===== config.mk =====
export PLATFORM = sky130hd
export DESIGN_NAME = pcg_scale
export DESIGN_NICKNAME = d
export VERILOG_FILES = /design/src/rtl/pcg_pkg.sv /design/src/rtl/pcg_scale.sv
export SDC_FILE = /design/constraint.sdc
export NUM_CORES = 2
export LEC_CHECK = 0
export BUFFER_PORTS_ARGS = -buffer_cell sky130_fd_sc_hd__clkbuf_2
export CAP_MARGIN = 20
export CORE_UTILIZATION = 38
export CTS_CLUSTER_DIAMETER = 200
export DETAILED_ROUTE_END_ITERATION = 7
export PLACE_DENSITY = 0.61
export SLEW_MARGIN = 15
export SYNTH_ARGS = -nofsm -noshare
export SYNTH_HDL_FRONTEND = slang
export SYNTH_SLANG_ARGS = --single-unit

===== constraint.sdc =====
create_clock -name clk -period 13.2 [get_ports clk]
set_clock_uncertainty 0.15 [all_clocks]
set_input_delay 0.66 -clock clk [delete_from_list [all_inputs] [get_ports clk]]
set_output_delay 0.66 -clock clk [all_outputs]
set_load 0.1 [all_outputs]

===== src/rtl/pcg_pkg.sv =====
// Shared types and constants of the per-channel gain normalisation block.
`timescale 1ns / 1ps

package pcg_pkg;

    // Gain table geometry
    localparam int TABLE_WORDS = 125;
    localparam int ADDR_W      = 7;
    localparam int WORD_W      = 16;
    localparam int FRAC_W      = 10;

    // Request actions
    localparam logic ACT_APPLY = 1'b0;
    localparam logic ACT_LOAD  = 1'b1;

    // One request as it arrives on the input channel
    typedef struct packed {
        logic                     action;
        logic [31:0]              energy;
        logic [31:0]              noise_level;
        logic                     last_channel;
        logic [ADDR_W-1:0]        table_index;
        logic signed [WORD_W-1:0] table_word;
    } pcg_in_t;

    // One result as it leaves on the output channel
    typedef struct packed {
        logic [25:0] normalized;
        logic        frame_end;
    } pcg_out_t;

    // Hand-over from the gain lookup to the scaling pipeline
    typedef struct packed {
        logic              valid;
        logic              last_channel;
        logic [31:0]       energy;
        logic [WORD_W-1:0] gain;
    } pcg_gain_t;

endpackage


===== src/rtl/pcg_scale.sv =====
// Scaling: energy times gain, configured right shift and the shrink curve.
`timescale 1ns / 1ps

module pcg_scale #(
    parameter int SNR_BITS    = 12,
    parameter int OUTPUT_BITS = 6
) (
    input  logic               clk,
    input  logic               rst_n,
    input  logic               en,
    input  pcg_pkg::pcg_gain_t gain_in,
    input  logic [5:0]         prod_shift,
    output logic               result_valid,
    output pcg_pkg::pcg_out_t  result
);
    import pcg_pkg::*;

    localparam int          SQ_W     = 2 * SNR_BITS + 2;
    localparam int          SQ_SHIFT = 2 + 2 * SNR_BITS - OUTPUT_BITS;
    localparam int          LIN_SH   = SNR_BITS - OUTPUT_BITS;
    localparam logic [31:0] KNEE     = 32'(2) << SNR_BITS;
    localparam logic [31:0] OFFSET   = 32'(1) << OUTPUT_BITS;

    logic               p_valid_reg;
    logic               p_last_reg;
    logic [63:0]        p_prod_reg;

    logic               s_valid_reg;
    logic               s_last_reg;
    logic [31:0]        s_snr_reg;

    logic               o_valid_reg;
    pcg_out_t           o_result_reg;

    logic [31:0]        gain_ext;
    logic [SNR_BITS:0]  low_part;
    logic [SQ_W-1:0]    square;
    logic [31:0]        square32;
    logic [31:0]        shrunk;

    // Gain is sign-extended to 32 bits and then taken as unsigned
    assign gain_ext = {{(32 - WORD_W){gain_in.gain[WORD_W-1]}}, gain_in.gain};

    // Shrink: square below the knee, linear offset above it
    always_comb
    begin
        low_part = s_snr_reg[SNR_BITS:0];
        square   = SQ_W'(low_part) * SQ_W'(low_part);
        square32 = 32'(square);
        if (s_snr_reg < KNEE)
        begin
            shrunk = square32 >> SQ_SHIFT;
        end
        else
        begin
            shrunk = (s_snr_reg >> LIN_SH) - OFFSET;
        end
    end

    // Valid bits
    always_ff @(posedge clk or negedge rst_n)
    begin
        if (!rst_n)
        begin
            p_valid_reg <= 1'b0;
            s_valid_reg <= 1'b0;
            o_valid_reg <= 1'b0;
        end
        else if (en)
        begin
            p_valid_reg <= gain_in.valid;
            s_valid_reg <= p_valid_reg;
            o_valid_reg <= s_valid_reg;
        end
    end

    // Product, shift and output registers
    always_ff @(posedge clk)
    begin
        if (en)
        begin
            p_prod_reg              <= gain_in.energy * gain_ext;
            p_last_reg              <= gain_in.last_channel;
            s_snr_reg               <= 32'(p_prod_reg >> prod_shift);
            s_last_reg              <= p_last_reg;
            o_result_reg.normalized <= shrunk[25:0];
            o_result_reg.frame_end  <= s_last_reg;
        end
    end

    assign result_valid = o_valid_reg;
    assign result       = o_result_reg;

endmodule


; After elaboration in Yosys (flattened, before gate mapping)
; Cells that the tools add are included.
; W data, S select, Z words.
[classes]
add_sub_neg = 1
mul = 2
magnitude_cmp = 1
n_shift = 1
mux = 1
[ops]
columns = cell, n
row1 = $mul A32 B32 Y64, 1
row2 = $shr A64 B6 Y32, 1
row3 = $lt A32 B14 Y1 const B, 1
row4 = $mul A13 B13 Y26, 1
row5 = $sub A26 B7 Y26 const B, 1
row6 = $mux W6, 1
[word_totals]
ff_bits = 128
inputBits = 59
output_inout_bits = 28
elab_cells = 16

; Longest topological paths before layout
[logic_depth]
depth_word = 2
mapped_depth = 32
mapped_depth_nobuf = 28

; Worst setup path after synthesis
; Ideal clock, no wire load.
[synth_timing]
path_type = input port to flip-flop
from = input gain_in[15] in the netlist's numbering
to = register p_prod_reg[61] (data pin)
setup_ps = 262
arrival_time_ps = 8163
required_ps = 12788
setup_slack_ps = 4625
stages = 28
path_buffers = 5
path_cell_list = clkbuf_1 -> clkbuf_1 -> clkbuf_1 -> clkbuf_1 -> nand2_1 -> inv_1 -> fa_1 -> fa_1 -> fa_1 -> fa_1 -> fa_1 -> fa_1 -> fa_1 -> inv_1 -> fa_1 -> inv_1 -> ha_1 -> buf_2 -> nand4_1 -> nor2_1 -> nand3_1 -> a2111oi_2 -> a21oi_1 -> nor2_2 -> a31oi_1 -> o211a_1 -> o211ai_2 -> xor2_1
[synth_between]
elab_chain_len = 1
[synth_rtl]
columns = element, line
row1 = start: declaration, pcg_scale.sv:11  ; input pcg_pkg::pcg_gain_t gain_in,
row2 = $mul A32 B32 Y64, pcg_scale.sv:82  ; p_prod_reg <= gain_in.energy * gain_ext;
row3 = end signal: assignment, pcg_scale.sv:82
row4 = end: declaration, pcg_scale.sv:26  ; logic [63:0] p_prod_reg;
; Every way passes these cells.
; A chain may end at the register's enable or synchronous reset.

; Worst setup path in the final report
; Same ends and word-level chain as after synthesis.

==> impl_metrics.tcl <==
set metrics [dict create \
    ys.flop_type "edfxtp_1" \
    insertion_delay_ns 0.42 \
    grt_max_degree 68 \
    synth_cells 3950 \
    multiInputGateArea_mm2 0.03086 \
    dr.first_iter.drc_count 1429 \
    holdBufCountCts 1 \
    gr-total-overflow 0 \
    synth_edf_count 125 \
    critical_path_arrival_ns 8.68 \
    synthTopCellsByArea "fa_1 (41%), ha_1 (12%), edfxtp_1 (9.7%)" \
    hold_path.class "input port to flip-flop" \
    cp-start-kind "input port" \
    fmax_ghz 0.1155 \
    required_ns 13.22 \
    end_kind "flip-flop" \
    grt_usage 0.1922 \
    cts_buffers 17 \
    clockBufferDepth 2 \
    postRouteAntennaNets 0 \
    die_h_um 320.7 \
    antenna_cells 0 \
    syn-cell-area_mm2 0.03860 \
    cts_tree "done" \
    setup_viol 0 \
    initial_core_util 0.3844 \
    fin_setup_tns_ns 0 \
    drt-total-wl_mm 96.44 \
    yosysWarnings 0 \
    tightestPinTransition_ns 0.9984 \
    maxCapViolations 0 \
    grt_pass1_wl_mm 156.1 \
    cts_sinks 128 \
    io_buffers 86 \
    finalCritPeriodShare 0.6557 \
    largest_register_ffs 64 \
    relSlewSlack 0.3344 \
    area_delta_synth_final_pct 5.536 \
    final.min_clock_period_ns 8.655 \
    cp_max_fo 56 \
    syn_nets 5157 \
    clkTransAtPathRegs_ns 0.06 \
    syn_avg_cell_area_um2 9.773 \
    row_count 116 \
    final-seq-area_mm2 0.003829 \
    yosysSeqAreaShare 0.09918 \
    dieArea_mm2 0.1029 \
    via_per_inst 4.979 \
    slew_violations 0 \
    ctsResizeCount 0 \
    drive_gt1_frac 0.05700 \
    fill_cells 10070 \
    cts_htree_levels 4 \
    async_flop_share 0.02344 \
    dr.pass1.iters 6 \
    wl_per_cell_um 18.36 \
    antenna_found_initial 1 \
    detailed_place_hpwl_mm 83.69 \
    fp.dieW_um 320.7 \
    gp_congestion 0.9301 \
    grt_setup_unrepaired "no" \
    drc 0 \
    synth_cell_types 76 \
    vias 26150 \
    yosys_register_bits 128 \
    grt_pass1_vias 28640 \
    coreArea_mm2 0.1004 \
    status "finished clean" \
    yosys.area.top_type_share 0.4086 \
    finalHoldViolations 0 \
    pin_count 87 \
    nets 5089 \
    path_class "input port to flip-flop" \
    synth_top_area_cell "fa_1" \
    cts_root_buffer "clkbuf_16" \
    post-cts-setup-buffers 0 \
]
-- synthesized netlist by cell type, types with 4 or more instances --
library cell and instances:
inv_1 856, fa_1 788, and2_1 360, ha_1 360, nand2_1 341, clkbuf_1 162
a21oi_1 146, edfxtp_1 125, nor2_1 112, o21ai_0 74, xor2_1 73, xnor2_1 68
mux2i_1 53, mux4_2 48, a21o_1 46, mux2_2 28, a211oi_1 20, nand2b_1 20
and3_1 19, nor2b_1 19, nand3_1 18, o22ai_1 18, nand4_1 13, o21ai_1 13
a31oi_1 12, o211ai_1 11, buf_2 10, o21a_1 10, o21bai_1 10, buf_1 9
nor3_1 9, a22oi_1 7, o31ai_1 7, or3_1 7, maj3_1 5, nor4_1 5
or2_2 5, a31o_2 4, o221ai_1 4, or4_1 4
-- cell usage in the layout, fill, tap and decap left out, types with 18 or more instances in the layout --
cell      count
a211oi_1     20
a21o_1       46
a21oi_1     146
and2_1      360
and3_1       19
clkbuf_2     83
edfxtp_1    125
fa_1        788
ha_1        360
inv_1       856
mux2_2       28
mux2i_1      53
mux4_2       48
nand2_1     341
nand2b_1     20
nand3_1      18
nor2_1      112
nor2b_1      19
o21ai_0      74
o22ai_1      18
xnor2_1      68
xor2_1       73
-- per-layer routing --
layer | track usage | vias to the layer above | share of wire
li1 | - | 12130 | -
met1 | 0.2632 | 13530 | 0.46
met2 | 0.3400 | 421 | 0.50
met3 | 0.01547 | 68 | 0.033
met4 | 0.02222 | 2 | 0.0091
met5 | 0 | - | 0.00013
-- worst max-delay path: stages --
cell and delay (ns):
clkbuf_2 0.08, buf_4 0.47, nand2_1 0.25, inv_1 0.24, fa_1 0.44, inv_1 0.19, fa_1 0.44, inv_1 0.15
fa_1 0.49, fa_1 0.57, fa_1 0.43, fa_1 0.45, fa_1 0.49, inv_1 0.05, fa_1 0.47, inv_1 0.04
ha_1 0.40, nand4_1 0.18, nor2_1 0.26, nand3_1 0.18, a2111oi_2 0.53, a21oi_1 0.23, nor2_2 0.21, a31oi_1 0.17
o211a_1 0.29, o211ai_2 0.18, xor2_1 0.09
-- worst paths after layout --
| check | cells after the start | end | start | slack, ns |
|---|---|---|---|---|
| min in group asynchronous | 2 | s_valid_reg | rst_n | 0.42 |
| max in group asynchronous | 2 | result_valid | rst_n | 12.37 |
| worst max register to register | 19 | result[6] | s_snr_reg[6] | 6.93 |
| worst min-delay path | 1 | p_last_reg | gain_in[48] | 0.27 |
| worst max-delay path | 27 | p_prod_reg[61] | gain_in[15] | 4.55 |
| worst min register to register | 0 | result[0] | s_last_reg | 0.27 |
-- area by class of cell --
class	instances	share of cell area
multi-input cells	2783	0.7575
flip-flops and latches	128	0.09397
inverters	858	0.07905
well taps	1357	0.04167
repair buffers	94	0.01271
clock buffers	17	0.01044
clock inverters	15	0.004607
-- kinds of logic after synthesis --
| kind of cell | after synthesis | synth area share |
|---|---|---|
| adder cells (fa/ha/maj) | 1153 | 0.5266 |
| buffers and inverters | 1039 | 0.1013 |
| AND/OR/NAND/NOR | 940 | 0.1225 |
| AO/OA/AOI/OAI | 420 | 0.06842 |
| XOR/XNOR | 141 | 0.03199 |
| multiplexers | 129 | 0.04991 |
| flip-flops | 128 | 0.09918 |
-- metrics by stage --
stage          setup WS [ns]  area [µm²]    util  hold WS [ns]  std cells
3_5_place_dp           4.119       40090  0.3992        0.2565       5218
2_1_floorplan          4.625       38600       -        0.2144       3950
5_1_grt                4.092       40740  0.4056        0.2457       5252
3_3_place_gp           4.203       40090  0.3992        0.2532       5218
4_1_cts                4.566       40710  0.4054        0.2404       5251
6_report               4.545       40740  0.4056        0.2668       5252
Power is not shown: default switching activity piles up to over one toggle a cycle in this logic, so the estimate is an artifact.
